--- config.mk ---
export PLATFORM = sky130hd
export DESIGN_NAME = cfdc_frame
export DESIGN_NICKNAME = d
export VERILOG_FILES = /design/src/cfdc_pkg.sv /design/src/cfdc_frame.sv
export SDC_FILE = /design/constraint.sdc
export NUM_CORES = 1
export LEC_CHECK = 0
export BUFFER_PORTS_ARGS = -buffer_cell sky130_fd_sc_hd__buf_2
export CAP_MARGIN = 20
export CORE_ASPECT_RATIO = 0.5
export CORE_MARGIN = 1
export CORE_UTILIZATION = 40
export CTS_BUF_LIST = sky130_fd_sc_hd__clkbuf_8
export CTS_CLUSTER_DIAMETER = 60
export DETAILED_ROUTE_END_ITERATION = 12
export SYNTH_ARGS = -nofsm -noshare
export SYNTH_HDL_FRONTEND = slang
export SYNTH_SLANG_ARGS = --single-unit
--- constraint.sdc ---
create_clock -name clk -period 4 [get_ports clk]
set_input_delay 0.2 -clock clk [delete_from_list [all_inputs] [get_ports clk]]
set_output_delay 0.2 -clock clk [all_outputs]
set_load 0.01 [all_outputs]
--- src/cfdc_pkg.sv ---
// Shared types, constants and the check-byte update for the command frame deframer.
package cfdc_pkg;

	// Frame layout: one check byte followed by ten payload bytes.
	localparam int unsigned FRAME_BYTES = 11;
	localparam int unsigned CNT_W       = 4;
	localparam logic [CNT_W-1:0] LAST_IDX = CNT_W'(FRAME_BYTES - 1);
	localparam logic [CNT_W-1:0] CHECK_IDX = '0;

	// Payload positions that are held in registers before the last byte arrives.
	localparam int unsigned PAY_FIRST = 1;
	localparam int unsigned PAY_LAST  = 9;

	// Reset and reject values.
	localparam logic [7:0]         START_RESET = 8'd35;
	localparam logic signed [7:0]  BYTE_NONE   = -8'sd1;
	localparam logic signed [15:0] ANGLE_RESET = 16'sd90;

	typedef enum logic {
		ST_HUNT,
		ST_COLLECT
	} state_t;

	// One result beat.
	typedef struct packed {
		logic               frame_ok;
		logic signed [7:0]  motion_kind;
		logic signed [7:0]  move_value;
		logic signed [15:0] arm_angle_one;
		logic signed [15:0] arm_angle_two;
		logic signed [15:0] arm_angle_three;
		logic signed [7:0]  arm_setting;
		logic signed [7:0]  audio_mode;
	} result_t;

	// Two shift-and-or steps (by 3, then by 4) folded into one 8-bit update.
	function automatic logic [7:0] chk_step(input logic [7:0] ch, input logic [7:0] b);
		chk_step = {ch[0], 7'b0} | {b[3:0], 4'b0} | b;
	endfunction

endpackage

--- src/cfdc_frame.sv ---
// Frame tracker: start hunt, byte collection, running check and held command values.
module cfdc_frame
	import cfdc_pkg::*;
(
	input  logic       clk,
	input  logic       arst_n,
	input  logic       fire,
	input  logic [7:0] byte_data,
	input  logic [7:0] start_symbol,
	output logic       last_byte,
	output logic       done,
	output result_t    result
);

	state_t             state_q, state_d;
	logic [CNT_W-1:0]   count_q;
	logic [7:0]         chk_q;
	logic [7:0]         rx_check_q;
	logic [7:0]         pay_q [PAY_FIRST:PAY_LAST];
	logic [7:0]         chk_final;
	logic               ok;
	logic               open_frame;
	logic               take_byte;
	result_t            held_q;

	// Next state.
	always_comb begin
		state_d = state_q;
		unique case (state_q)
			ST_HUNT: begin
				if (fire && byte_data == start_symbol) state_d = ST_COLLECT;
			end
			ST_COLLECT: begin
				if (fire && count_q == LAST_IDX) state_d = ST_HUNT;
			end
			default: state_d = ST_HUNT;
		endcase
	end

	// Decoded controls for the current state.
	always_comb begin
		open_frame = 1'b0;
		take_byte  = 1'b0;
		last_byte  = 1'b0;
		unique case (state_q)
			ST_HUNT: begin
				open_frame = fire && byte_data == start_symbol;
			end
			ST_COLLECT: begin
				take_byte = fire;
				last_byte = count_q == LAST_IDX;
			end
			default: ;
		endcase
	end

	assign done = take_byte && last_byte;

	// The last byte is the audio mode; fold it into the check here.
	assign chk_final = chk_step(chk_q, byte_data);
	assign ok        = chk_final == rx_check_q;

	// Result as it will be held after this frame.
	always_comb begin
		result          = held_q;
		result.frame_ok = ok;
		if (ok) begin
			result.motion_kind     = pay_q[1];
			result.move_value      = pay_q[2];
			result.arm_angle_one   = {pay_q[4], pay_q[3]};
			result.arm_angle_two   = {pay_q[6], pay_q[5]};
			result.arm_angle_three = {pay_q[8], pay_q[7]};
			result.arm_setting     = pay_q[9];
			result.audio_mode      = byte_data;
		end else begin
			result.motion_kind = BYTE_NONE;
			result.move_value  = BYTE_NONE;
			result.audio_mode  = BYTE_NONE;
		end
	end

	// State, position counter and running check.
	always_ff @(posedge clk or negedge arst_n) begin
		if (!arst_n) begin
			state_q <= ST_HUNT;
			count_q <= '0;
			chk_q   <= '0;
		end else begin
			state_q <= state_d;
			if (open_frame) begin
				count_q <= '0;
				chk_q   <= '0;
			end else if (take_byte) begin
				count_q <= last_byte ? '0 : count_q + 1'b1;
				if (count_q != CHECK_IDX) chk_q <= chk_step(chk_q, byte_data);
			end
		end
	end

	// Received check byte and payload bytes, each at its own position.
	always_ff @(posedge clk) begin
		if (take_byte && count_q == CHECK_IDX) rx_check_q <= byte_data;
		for (int i = PAY_FIRST; i <= PAY_LAST; i++) begin
			if (take_byte && count_q == CNT_W'(i)) pay_q[i] <= byte_data;
		end
	end

	// Held command values, kept across frames.
	always_ff @(posedge clk or negedge arst_n) begin
		if (!arst_n) begin
			held_q.frame_ok        <= 1'b0;
			held_q.motion_kind     <= BYTE_NONE;
			held_q.move_value      <= BYTE_NONE;
			held_q.arm_angle_one   <= ANGLE_RESET;
			held_q.arm_angle_two   <= ANGLE_RESET;
			held_q.arm_angle_three <= ANGLE_RESET;
			held_q.arm_setting     <= BYTE_NONE;
			held_q.audio_mode      <= BYTE_NONE;
		end else if (done) begin
			held_q <= result;
		end
	end

endmodule

-- After elaboration in Yosys (flattened, before gate mapping)
Memories as Yosys holds them, arrays and structs flattened.
Index checks and enable logic that the tools add are counted.
- output and inout port bits: 83
- word-level logic and storage cells: 108
- bits in registers: 70
- memories: 1
- RAM bits: 72
- memory list (memory ; words ; width ; read ports ; clocked after Yosys merged registers in ; write ports ; RTL line ; source):
    pay_q ; 9 ; 8 ; 9 ; 0 ; 1 ; cfdc_frame.sv:19 ; logic [7:0] pay_q [PAY_FIRST:PAY_LAST];
- reduce and logical (&&, ||, !) cells: 26
- multiplexer cells: 57
- bitwise gates (word level): 3
- $add $sub $neg: 1
- equal/unequal tests: 12
- operators by type and width (operator ; count):
    $mux W8 ; 9
    $reduce_or A8 Y1 ; 8
    $mux W56 ; 1
    $mux W4 ; 11
    $mux W1 ; 34
    $eq A4 B3 Y1 const B ; 4
    $eq A8 B8 Y1 ; 2
    $mux W16 ; 1
    $or A8 B8 Y8 ; 2
    $logic_and A1 B1 Y1 ; 13
    $eq A4 B4 Y1 const B ; 3
    $eq A4 B2 Y1 const B ; 2
    $add A4 B1 Y4 const B ; 1
    $eq A4 B1 Y1 const B ; 1
    $logic_not A4 Y1 ; 1
    $reduce_bool A2 Y1 ; 2
    $reduce_bool A4 Y1 ; 1
    $pmux W1 S2 ; 1
    $reduce_and A2 Y1 ; 1
    $not A1 Y1 ; 1

-- Depth between registers and ports, before layout
Gate-level depths: netlist of the first run.
- depth in word-level cells: 13
- depth in mapped cells: 8
- mapped depth without buffers: 7

-- Least setup slack after synthesis of the first run
Ideal clock, no wire load.
- path kind: reg2out
- from: register rx_check_q[6]
- to: output port result[1] (netlist bit)
- data arrival time: 1.781 ns
- required time: 3.800 ns
- setup slack: 2.019 ns
- stages on the path, launching flop included: 7
- path through: edfxtp_1 > xor2_1 > o31a_1 > a2111oi_2 > nand2_1 > clkbuf_1 > or2_2
- RTL lines (element ; RTL line ; source):
    start: declaration ; cfdc_frame.sv:18 ; logic [7:0] rx_check_q;
    start signal: assignment ; cfdc_frame.sv:102 ; if (take_byte && count_q == CHECK_IDX) rx_check_q <= byte_data;
    end: declaration ; cfdc_frame.sv:12 ; output result_t result

==> results.txt, run 1 <==
- Cell types occupying the most area after synthesis: edfxtp_1 (39%), dfrtp_1 (17%), mux2_2 (13%)
- Number of sinks driven by the clock tree: roughly 140
* Fillers: ~1.3k
* Quantity of I/O buffers inserted on ports: 101
- Headroom to the max-slew limit: between 30% and 40%
* Commonest cells in the synthesized netlist: edfxtp_1 (80), mux2_2 (72), dfrtp_1 (42)
- Global-route wire length before repair: 21100 um
* Number of violations of the max-capacitance limit: 0
* Hold-fix buffers at CTS: 1
- Clock buffers created by TritonCTS: 17
- Flip-flop and latch count after synthesis: 142
- Cell Area, Synth: between 0.006 and 0.007 mm^2
- The share of total power dissipated in sequential elements is 54.5%.
* CTS H-Tree Depth: 4
- Required time of the critical path: 3.80 ns
* Tightest Pin Transition: roughly 0.99 ns
- Row generation in the floorplan step produced 31 rows.
- The initial utilization of the core area, before any placement, comes to between 40% and 50%.
- Number of inserted diodes: 0
- Setup slack on the worst reg-to-reg path comes out at 1.53 ns.
- Dividing the final minimum period by the clock period gives 77.9%.
- STA classifies the critical path startpoint as a flop.
- Power density cells: 407 mW/mm^2
- Most used standard cell by instance count after synthesis: edfxtp_1
* Maximum clock frequency: 321 MHz
* Power Internal: 2.24 mW
* Clock latency of the later-clocked register in the worst-skew pair: 0.43 ns
- Unrepaired setup endpoints after global routing: false
- DR vias/cell: 4.91
* Global routing usage summed across all routing layers: 18.2%
- The die covers 0.0160 mm^2.
- Traced cell by cell, the critical path runs through xor2_1 > o31a_1 > a2111oi_2 > nand2_4 > buf_4 > mux2_2 > buf_2.
- TritonCTS clock tree: yes
- The run finished with clean final reports.
- Post-detailed-routing wire length: 13600 um
- The detail route stage leaves a number of antenna-violating nets equal to 0.
- The number of cells on the worst reg-to-reg path is 7.
* Post-detailed-placement half-perimeter wirelength: 8470 um
- The clock network burns 38.9% of the power.
- The worst path needs 3.12 ns of the cycle, external delays included.
- The net count of the finished layout is 506.
- For this run, the register share of the synthesized area comes to 64.5%.
* Largest stage delay on the critical path: 0.52 ns
* Final setup vio count: 0
- Number of enable flip-flop cells after synthesis: 80
* Fraction of synthesized cell area taken by the top area cell type: 38.9%
- Of all flip-flops after synthesis, the portion carrying an async set or reset was 43.7%.
- Die span in y: 89.8 um
- The worst setup path is of the flop to output pin kind.
* Routed WL per cell: between 15 and 20 um
* Max Slew Vio Count: 0
- Logic pwr share: 6.5%
- The congestion estimate from routability-driven global placement came to 0.729.
* Pin count of the biggest net entering global routing: 57
- Worst EP arrival: 2.92 ns
- Switching fraction of total power: around 25%
* Area occupied by multi-input gates: 0.00208 mm^2
- Clk root buf: clkbuf_8
* Post-synth net total: slightly below 400
- Number of top-level design ports: 102
* Worst supply voltage drop on vdd: between 150 and 200 uV
- Remaining routing DRC violations: 0
* Number of global-route vias before repair: 3464
- Fraction of final layout cells with drive strength greater than 1: 60.3%
* Leak: around 3.3 nW
- Most used flip-flop cell after synthesis: edfxtp_1
- Post-CTS setup buffers: 0
- End of the critical path: result[56]
- Number of iterations in the first detailed-routing pass: 4
- Reg2reg end: held_q[34]$_DFFE_PN0P_
- Worst hold-check path type: primary input to flop
- Mapped Cells: around 370
- The count of final hold-check violations is 0.
- For this run, the number of Yosys warnings is 0.
* Die width: 178 um
* Initial DRC count: 163
- Setup clock skew after layout: 0.0149 ns
* Leftover overflow at the end of global routing: 0
* Final standard cell utilization of the core: 49.5%
- Core region area: 0.0148 mm^2
- Post-CTS repair changed the size of 0 cells.
* Number of unique standard cell types used by synthesis: 35
* Number of antenna violations at the first check in global routing: 0
- edfxtp_1 takes more of the synthesized area than any other cell.
- The area growth from synthesis to layout is 18.4%.
- The worst setup path is captured at an output pin.
- Setup TNS Final: 0 ns
- Post-Syn Area per Cell: 16.6 um^2
- In this run the worst setup path begins at rx_check_q[6]$_DFFE_PP_.
- Slowest stage cell, crit path: a2111oi_2
- Source of the worst register-to-register timing path: count_q[0]$_DFFE_PN0P_
- Critical Path Fanout Max: 20
* Largest buffer count on any clock path: 2
- Detailed-route via count: 3407
- Summed over all nets, the switching power comes to about 730 uW.
- Clock-pin slew on the worst setup and hold paths: 0.08 ns
* FF/Latch Area: between 0.003 and 0.004 mm^2
[cell families (layout without fill, tap and decap cells)]
family | count (synthesis) | after routing | synth area share, %
AO/OA/AOI/OAI | 10 | 10 | 1.44
XOR/XNOR | 13 | 13 | 1.84
adder cells (fa/ha/maj) | 4 | 4 | 0.811
buffers and inverters | 23 | 146 | 2.11
flip-flops | 142 | 142 | 64.5
multiplexers | 114 | 114 | 23.2
AND/OR/NAND/NOR | 67 | 67 | 6.16
[area by class of cell]
cell class / count / area share [%]
tap: 198 / 3.39
inverter: 6 / 0.308
timing repair buffer: 108 / 7.84
multi-input combinational: 208 / 28.5
clock inverter: 13 / 1.93
clock buffer: 19 / 3.58
sequential: 142 / 54.4
[critical path: cells and delay by family (launching register included)]
family	cells	cell delay [ns]
AOI/OAI and AO/OA	2	0.77
DFF	1	0.40
xor gates and xnor gates	1	0.15
and+or+nand+nor	1	0.35
buffers and inverters	2	0.48
muxes	1	0.31
[cell usage in the layout (no fill, tap or decap), types with 2 or more instances in the layout]
master and n:
clkinvlp_4 5, a21oi_1 3, mux2i_1 2, nor3b_1 2
clkinv_4 3, or2_2 23, xor2_1 11, edfxtp_1 80
nand2_1 7, ha_1 4, and2_1 9, buf_2 101
o21ai_0 2, nor2_1 7, nor3_1 3, nand3_1 5
xnor2_1 2, mux2_4 40, inv_1 7, o22ai_1 2
buf_4 5, bufinv_16 2, dfstp_2 20, dfrtp_1 42
clkbuf_8 19, and3_1 2, mux2_2 72
[worst min path at each step]
stage | startpoint | to | slack (ns) | cells past startpoint
after global routing | fire | state_q$_DFF_PN0_ | 0.06 | 4
after CTS | fire | state_q$_DFF_PN0_ | 0.05 | 4
after floorplan | arst_n | chk_q[0]$_DFFE_PN0P_ | -0.1 | 0
after detailed placement | arst_n | count_q[1]$_DFFE_PN0P_ | 0.42 | 1
final | fire | state_q$_DFF_PN0_ | 0.08 | 4
after global placement | arst_n | count_q[1]$_DFFE_PN0P_ | 0.42 | 1
[registers in the layout, summed over array words and instances, names as in the netlist]
name,count
pay_q,72
held_q,56
rx_check_q,8
count_q,4
chk_q,1
state_q,1
[per-layer routing]
layer | up-vias | wire length, um | part of all wire [%] | GRT usage (%)
li1 | 1570 | - | - | -
met1 | 1752 | 6790 | 50 | 27.6
met2 | 81 | 6100 | 45 | 25.7
met3 | 4 | 626 | 4.6 | 4.23
met4 | 0 | 66 | 0.49 | 5.27
met5 | - | 0 | 0 | 0
[power groups by stage]
stage / Sequential, mW / Clock [mW] / Combinational [mW]
6_report: 1.62 / 1.16 / 0.194
5_1_grt: 1.63 / 1.25 / 0.219
2_1_floorplan: 1.63 / 0 / 0.126
3_5_place_dp: 1.65 / 0 / 0.195
4_1_cts: 1.62 / 1.19 / 0.197
3_3_place_gp: 1.65 / 0 / 0.193
[per-stage QoR]
step / std cells / hold WS, ns / setup WS, ns / area [um^2] / power, mW
global placement: 661 / 0.422 / 1.25 / 6900 / 1.84
floorplan: 373 / -0.0956 / 2.02 / 6170 / 1.76
detailed placement: 661 / 0.417 / 1.23 / 6900 / 1.85
CTS: 694 / 0.0471 / 0.811 / 7310 / 3.01
global route: 694 / 0.0628 / 0.672 / 7310 / 3.10
finish: 694 / 0.0801 / 0.884 / 7310 / 2.97
Note: power is estimated with default switching activity, not from simulation.
==> run 2: changes to the inputs <==
- clock period: 4 -> 2.6 ns (I/O delays scaled with it)
==> run 2 against run 1 <==
  * Utilization rose by 4.0 points
  * Clock-buffer cell count fell by 1
  * Cell area rose by 8.2%
  * Largest cell class unchanged
  * Setup slack got worse by 0.83 ns
  * Die area did not move
  * Combinational power rose by 76%
  * Via count rose by 4.7%
  * Worst hold slack got worse by 0.022 ns
  * Non-clock buffer count rose by 22
  * Largest power group unchanged
  * Critical endpoint is now result[42]
  * Flip-flop and latch count did not move
  * Total power rose by 57%
  * Sequential power rose by 54%
==> results.txt, run 2 (same netlist as run 1, synthesis figures left out) <==
* Power Internal: 3.46 mW (+54%)
* Final standard cell utilization of the core: 53.5% (+4.0 points)
* Sw Pwr: 1.20 mW (+64%)
* Post-detailed-placement half-perimeter wirelength: 8890 um (+4.9%)
* Number of placed instances with taps included: 669 (+1.2%)
* FF-to-FF path depth: 11 (+4)
- Among cell families on the critical path, the largest total delay comes from buffers and inverters.
- The die height is 89.8 um (unchanged).
* Hold Vio Cnt, Final: 0 (unchanged)
* Crit start category: flop
* Cell-by-cell trace of the critical path: xor2_1 > o31a_1 > a2111oi_2 > buf_4 > nand2_8 > buf_16 > mux2_2 > buf_2
- The sequential cell area in the final layout is 0.00398 mm^2 (unchanged).
- GR Util met3: 4.86% (+0.63 points)
* Total power of the final layout: 4.66 mW (+57%)
* Clock-pin slew on the worst setup and hold paths: 0.09 ns (about the same)
- Instance count on the critical path: 8 (+1)
- The number of vias per cell came to 4.98 (+1.4%).
* Placer's final routability congestion estimate: 0.786 (+7.8%)
* Largest buffer count on any clock path: 2 (unchanged)
* Combined buffer and inverter count along the critical path: 3 (+1)
* Worst EP arrival: 2.42 ns (-0.50 ns)
* CTS H-Tree Depth: 4 (unchanged)
- The relative max-transition margin came to 61.7% (+28 points).
- Met2 usage in global routing: 27.8% (+2.1 points)
- Leftover overflow at the end of global routing: 0 (unchanged)
- Post-detailed-routing wire length: 14500 um (+6.7%)
- The final-report setup violation count was 0 (unchanged).
* Worst supply voltage drop on vdd: 318 uV (+63%)
- From synthesis to final layout, the design area changed by 28.1%.
* Slowest stage cell, crit path: edfxtp_1
- Met1 track demand over resource in global routing: 27.2% (-0.38 points)
- Pin count of the biggest net entering global routing: 57 (unchanged)
- The worst path uses 97.9% of the clock period.
- The number of global-route vias before repair came to 3666 (+5.8%).
- Leading registers by flop count: pay_q: 72 flops, held_q: 56 flops, rx_check_q: 8 flops
* Routed WL per cell: 20.2 um (+3.3%)
- The worst hold path belongs to the class primary input to flop.
* Number of inserted diodes: 0 (unchanged)
- More flip-flops sit in one register than any other, and that register is pay_q.
- Number of violations of the max-capacitance limit: 0 (unchanged)
- The number of DRC violations after detailed routing is 0 (unchanged).
- The final count of pins violating max slew is 0 (unchanged).
- Power density cells: 590 mW/mm^2 (+45%)
- The proportion of power drawn by combinational gates is 7.3% (+0.8 points).
* Starting Density: 41.8% (unchanged)
* Required time of the critical path: 2.47 ns (-1.33 ns)
* Number of top-level design ports: 102 (unchanged)
- The global routing usage summed across all routing layers was 18.8% (+0.58 points).
- Count of cells along the worst hold path: 1 (-3)
- The number of routed nets with antenna violations is 0 (unchanged).
- Clk root buf: clkbuf_8
- The floorplan core area is 0.0148 mm^2 (unchanged).
* Setup clock skew after layout: 0.0165 ns (+0.00167 ns)
- Leading cell types in the layout, fill and taps excluded: edfxtp_1 (80), mux2_2 (72), buf_2 (53)
* Nature of the critical path endpoint: output pin
- Number of antenna violations at the first check in global routing: 0 (unchanged)
- Unrepaired setup endpoints after global routing: true
* Share of total power in the clock network: 39.1% (+0.2 points)
* Die area: 0.0160 mm^2 (unchanged)
- The final net count came to 529 (+4.5%).
- Maximum clock frequency: 393 MHz
* Clock latency of the later-clocked register in the worst-skew pair: 0.44 ns (about the same)
* Largest stage delay on the critical path: 0.41 ns (-0.11 ns)
* Area occupied by multi-input gates: 0.00212 mm^2 (+1.7%)
* GRT busiest layer: met2
- The width of the chip was 178 um (unchanged).
- The flip-flop count of the largest register, all copies and words added is 72 (unchanged).
- The number of sinks on the clock net is 142 (unchanged).
- The sequential cell fraction of total power is 53.6% (-0.9 points).
* Quantity of I/O buffers inserted on ports: 101 (unchanged)
- The overall via count from detail_route was 3568 (+4.7%).
* Number of iterations in the first detailed-routing pass: 5 (+1)
- The worst path needs 2.55 ns of the cycle, external delays included.
* TritonCTS clock tree: yes
* Clock buffers created by TritonCTS: 17 (unchanged)
* Critical Path Fanout Max: 11 (-45%)
- The leakage power total is 3.51 nW (+6.2%).
- The number of placement rows came to 31 (unchanged).
- The worst setup path is of the flop to output pin kind.
* Outcome: completed
- Fillers: 1236 (-1.7%)
- Fraction of final layout cells with drive strength greater than 1: 62.0% (+1.8 points)
- The starting DRC count in detailed routing came to 224 (+37%).
* Global-route wire length before repair: 21600 um (+2.2%)
- Tightest Pin Transition: 0.574 ns (-0.414 ns)
- Most common cell after layout, fill and taps aside: edfxtp_1
- The post-layout instance count excluding filler cells came to 717 (+3.3%).
- The net switching share of the total power was 25.8% (+1.2 points).
run 2: cell types whose count changed in the layout (fill, tap and decap cells not counted), sizes merged:
cell         delta
clkinvlp        -3
buf            +20
nand2           +1
inv             +4
dlygate4sd3     +1
run 2: layout make-up:
cell class / instances / area share (%)
flip-flops and latches: 142 / 50.3
multi-input cells: 209 / 26.8
repair buffers: 130 / 14.3
clock buffers: 18 / 3.13
well taps: 198 / 3.13
clock inverters: 14 / 1.99
inverters: 6 / 0.285
run 2: stage by stage:
stage | TNS (ns) | hold WS [ns] | cell area (um^2) | worst slack [ns]
4_1_cts | 0 | 0.0394 | 7520 | 0.0103
2_1_floorplan | 0 | -0.166 | 6170 | 0.665
5_1_grt | -2.53 | 0.0279 | 7910 | -0.0676
3_5_place_dp | 0 | 0.159 | 6970 | 0.315
3_3_place_gp | 0 | 0.165 | 6970 | 0.392
6_report | 0 | 0.0585 | 7910 | 0.0536
run 2: path summary, 6_finish.rpt:
check                                        startpoint                      to  slack, ns
worst max-delay path            rx_check_q[6]$_DFFE_PP_              result[42]       0.05
worst min-delay path                       byte_data[1]  pay_q[0][65]$_DFFE_PP_       0.06
worst max register to register  rx_check_q[6]$_DFFE_PP_  held_q[34]$_DFFE_PN0P_       0.25
worst min register to register   pay_q[0][77]$_DFFE_PP_  held_q[13]$_DFFE_PN1P_       0.49
max in group asynchronous                        arst_n  held_q[35]$_DFFE_PN1P_       1.59
min in group asynchronous                        arst_n  held_q[31]$_DFFE_PN0P_       0.23
run 2: power by group through the flow:
stage	clock, mW	combinational (mW)	sequential (mW)
floorplan	0	0.194	2.51
detailed placement	0	0.318	2.54
global placement	0	0.318	2.54
global route	1.95	0.373	2.51
finish	1.82	0.341	2.50
CTS	1.85	0.332	2.49
run 2: timing repair:
item                                   4_1_cts  5_1_grt
setup buffers                                5        5
pin swaps                                    1        3
cloned                                       3        1
hold buffers                                 2        0
setup endpoints to repair                   60       71
gates resized for setup                      5       53
endpoints found under the hold margin       12        0
run 2: worst reg2reg max path, stage by stage, from the launching register on:
cell       delay, ns
edfxtp_1        0.41
buf_4           0.15
buf_4           0.12
nand3_1         0.07
o31a_1          0.14
a2111oi_2       0.04
buf_4           0.16
buf_4           0.15
buf_4           0.14
nand3_4         0.06
buf_12          0.32
mux2_2          0.49
run 2: metal layers:
layer  part of all wire (%)  wire length, um  up-vias
li1                       -                -     1616
met1                     49             7120     1864
met2                     46             6690       82
met3                    4.2              610        6
met4                   0.55               80        0
met5                      0                0        -
==> run 3: changes to the inputs <==
- CELL_PAD_IN_SITES_DETAIL_PLACEMENT: default -> 1
- CELL_PAD_IN_SITES_GLOBAL_PLACEMENT: default -> 2
- CORE_MARGIN: 1 -> 3
- CORE_UTILIZATION: 40 -> 38
- PLACE_DENSITY_LB_ADDON: default -> 0.1
==> run 3 against run 2 <==
  * Flip-flop and latch count unchanged
  * Setup slack worse by 0.0038 ns
  * Combinational power fell by 4%
  * Sequential share of layout area grew 2.2 points
  * Cell count rose by 1.5%
  * Utilization decreased by 5.1 points
  * Clock power is 19% higher
  * Critical path depth unchanged
  * Critical endpoint is now result[55]
  * Highest routed layer is now met5
==> results.txt, run 3 (same netlist as run 1, synthesis figures left out) <==
- Outcome: completed
- The final critical delay including setup and external delays is 2.55 ns (+0.00376 ns).
- Number of placed instances with taps included: 692 (+3.4%)
- DRT antenna net count: 0 (unchanged)
- The clock skew after layout is 0.0161 ns (-0.000396 ns).
* Die span in y: 96.1 um (+7.0%)
* Post-detailed-routing wire length: 15200 um (+4.7%)
- Unrepaired setup endpoints after global routing: true
- Critical Path Fanout Max: 37 (+26)
- The library cells used most frequently in the layout, excluding fill and tap cells, are buf_2 (94), edfxtp_1 (80), mux2_2 (71).
- Initial DRC count: 143 (-36%)
- The final count of pins violating max slew is 0 (unchanged).
* FF-to-FF path depth: 9 (-2)
- Source of the worst register-to-register timing path: rx_check_q[6]$_DFFE_PP_
- Core region area: 0.0157 mm^2 (+5.9%)
- Die area: 0.0179 mm^2 (+12%)
- Fillers: 1536 (+24%)
- Global-route wire length before repair: 23300 um (+8.3%)
- Required time of the critical path: 2.47 ns (about the same)
- The share of the clock period used by the worst path was 98.1% (+0.14 points).
- The share of cells above drive strength 1 is 60.6% (-1.5 points).
- Tightest Pin Transition: 0.501 ns (-0.0733 ns)
- Area growth, synth to finish: 22.7%
- Number of standard cells in the final layout excluding fillers: 728 (+1.5%)
* Classification of the worst setup path: flop to output pin
- Global routing usage summed across all routing layers: 18.0% (-0.77 points)
* Leading registers by flop count: pay_q: 72 flops, held_q: 56 flops, rx_check_q: 8 flops
* Pin count of the biggest net entering global routing: 57 (unchanged)
- Hold path start: byte_data[1]
- The CTS clock-pin slew for the worst setup and hold paths was 0.08 ns (about the same).
- The worst register-to-register path ends at held_q[58]$_DFFE_PN0P_.
- CTS H-Tree Depth: 4 (unchanged)
* Number of inserted diodes: 0 (unchanged)
- Detailed-route via count: 3541 (-0.76%)
* Worst EP arrival: 2.42 ns (about the same)
- Largest buffer count on any clock path: 2 (unchanged)
- The number of placement rows was 32 (+3.2%).
- Max reg flops: 72 (unchanged)
* Number of iterations in the first detailed-routing pass: 4 (-1)
- Clk root buf: clkbuf_8
- The worst setup path is launched from a flop.
- DR vias/cell: 4.86 (-2.3%)
- Headroom to the max-slew limit: 66.6% (+4.9 points)
* Worst R2R Setup Slack: 0.34 ns (+0.09 ns)
* Number of sinks driven by the clock tree: 142 (unchanged)
* Placer's final routability congestion estimate: 0.774 (-1.5%)
* Nature of the critical path endpoint: output pin
* End point of the worst hold path: pay_q[0][9]$_DFFE_PP_
* Number of top-level design ports: 102 (unchanged)
- The number of antenna violations at the first check in global routing came to 2 (+2).
* Post-route standard cell area excluding fillers: 0.00758 mm^2 (-4.2%)
- Worst supply voltage drop on vdd: 339 uV (+6.5%)
- The number of DRC violations after detailed routing came to 0 (unchanged).
* Total placed instance area: 0.00699 mm^2 (+0.23%)
- The max-cap check violation count was 0 (unchanged).
* Power density cells: 657 mW/mm^2 (+11%)
* TritonCTS clock tree: yes
- The width of the chip is 186 um (+4.8%).
- The leakage power total is 3.46 nW (-1.6%).
- Most flops, register: pay_q
* Final setup vio count: 0 (unchanged)
* Number of global-route vias before repair: 3886 (+6.0%)
- The maximum clock frequency came to 392 MHz (-0.15%).
- Worst hold-check path type: primary input to flop
- The library cell used most frequently in the layout, excluding fill and tap cells, is buf_2.
- Routed WL per cell: 20.9 um (+3.1%)
- Hold Vio Cnt, Final: 0 (unchanged)
* Setup TNS Final: 0 ns (unchanged)
- The number of buffers created by CTS was 17 (unchanged).
* Clock latency of the later-clocked register in the worst-skew pair: 0.44 ns (about the same)
- The number of cells on the worst hold path was 1 (unchanged).
- The initial core utilization is 39.4% (-2.3 points).
- Leftover overflow at the end of global routing: 0 (unchanged)
- The sum of net half-perimeters after detailed placement was 9990 um (+12%).
* Quantity of I/O buffers inserted on ports: 101 (unchanged)
- Number of nets in the final layout: 517 (-2.3%)
run 3: cell count changes in the layout (fill, tap and decap cells not counted), sizes merged:
cell	change
buf	-10
bufinv	+4
clkinvlp	-1
inv	-2
nand2	-1
clkinv	-2
run 3: worst max path at each step:
stage,start,endpoint,slack [ns],cells past startpoint
floorplan,rx_check_q[6]$_DFFE_PP_,held_q[16]$_DFFE_PN0P_,0.66,7
global placement,byte_data[1],result[55],0.40,8
detailed placement,byte_data[1],result[20],0.35,8
CTS,rx_check_q[6]$_DFFE_PP_,result[39],-0.01,8
global route,rx_check_q[6]$_DFFE_PP_,result[55],-0.08,8
finish,rx_check_q[6]$_DFFE_PP_,result[55],0.05,8
run 3: critical path, stage by stage (launching register included):
cell and delay, ns:
edfxtp_1 0.41, xor2_1 0.16, o31a_1 0.25, a2111oi_2 0.22, buf_4 0.19, nand2_4 0.06, buf_12 0.20, mux2_2 0.33
buf_2 0.15
run 3: cell type report:
type                    instances  area, um^2  share of cell area [%]
inverters                       6        22.5                   0.297
well taps                     221         277                    3.65
clock buffers                  19         262                    3.45
flip-flops and latches        142        3980                    52.5
repair buffers                119         727                    9.60
multi-input cells             208        2090                    27.6
clock inverters                13         221                    2.92
run 3: where the power goes:
group          switching, mW  total, mW  internal (mW)
registers             0.0633       2.50           2.43
logic                  0.205      0.326          0.121
clock network          0.871       2.16           1.28
run 3: metal layers:
layer,part of all wire (%),GRT usage (%),up-vias
met4,0.80,5.76,2
met3,4.5,4.61,15
li1,-,-,1586
met1,48,24.6,1852
met5,0.046,0,-
met2,47,28.3,86
run 3: timing repair:
| item | 4_1_cts | 5_1_grt |
|---|---|---|
| hold endpoints to repair | 29 | 0 |
| setup buffers | 1 | 1 |
| setup endpoints to repair | 79 | 79 |
| gates resized for setup | 6 | 8 |
| pin swaps | 0 | 0 |
| hold buffers | 2 | 0 |
run 3: through the flow:
step,setup WS [ns],hold slack [ns],power [mW],utilization [%]
floorplan,0.665,-0.166,2.70,-
global placement,0.398,0.0470,2.85,44.6
detailed placement,0.346,0.0511,2.87,44.6
CTS,-0.0101,0.0197,5.03,48.0
global route,-0.0831,0.0257,5.19,48.4
finish,0.0499,0.0588,4.98,48.4
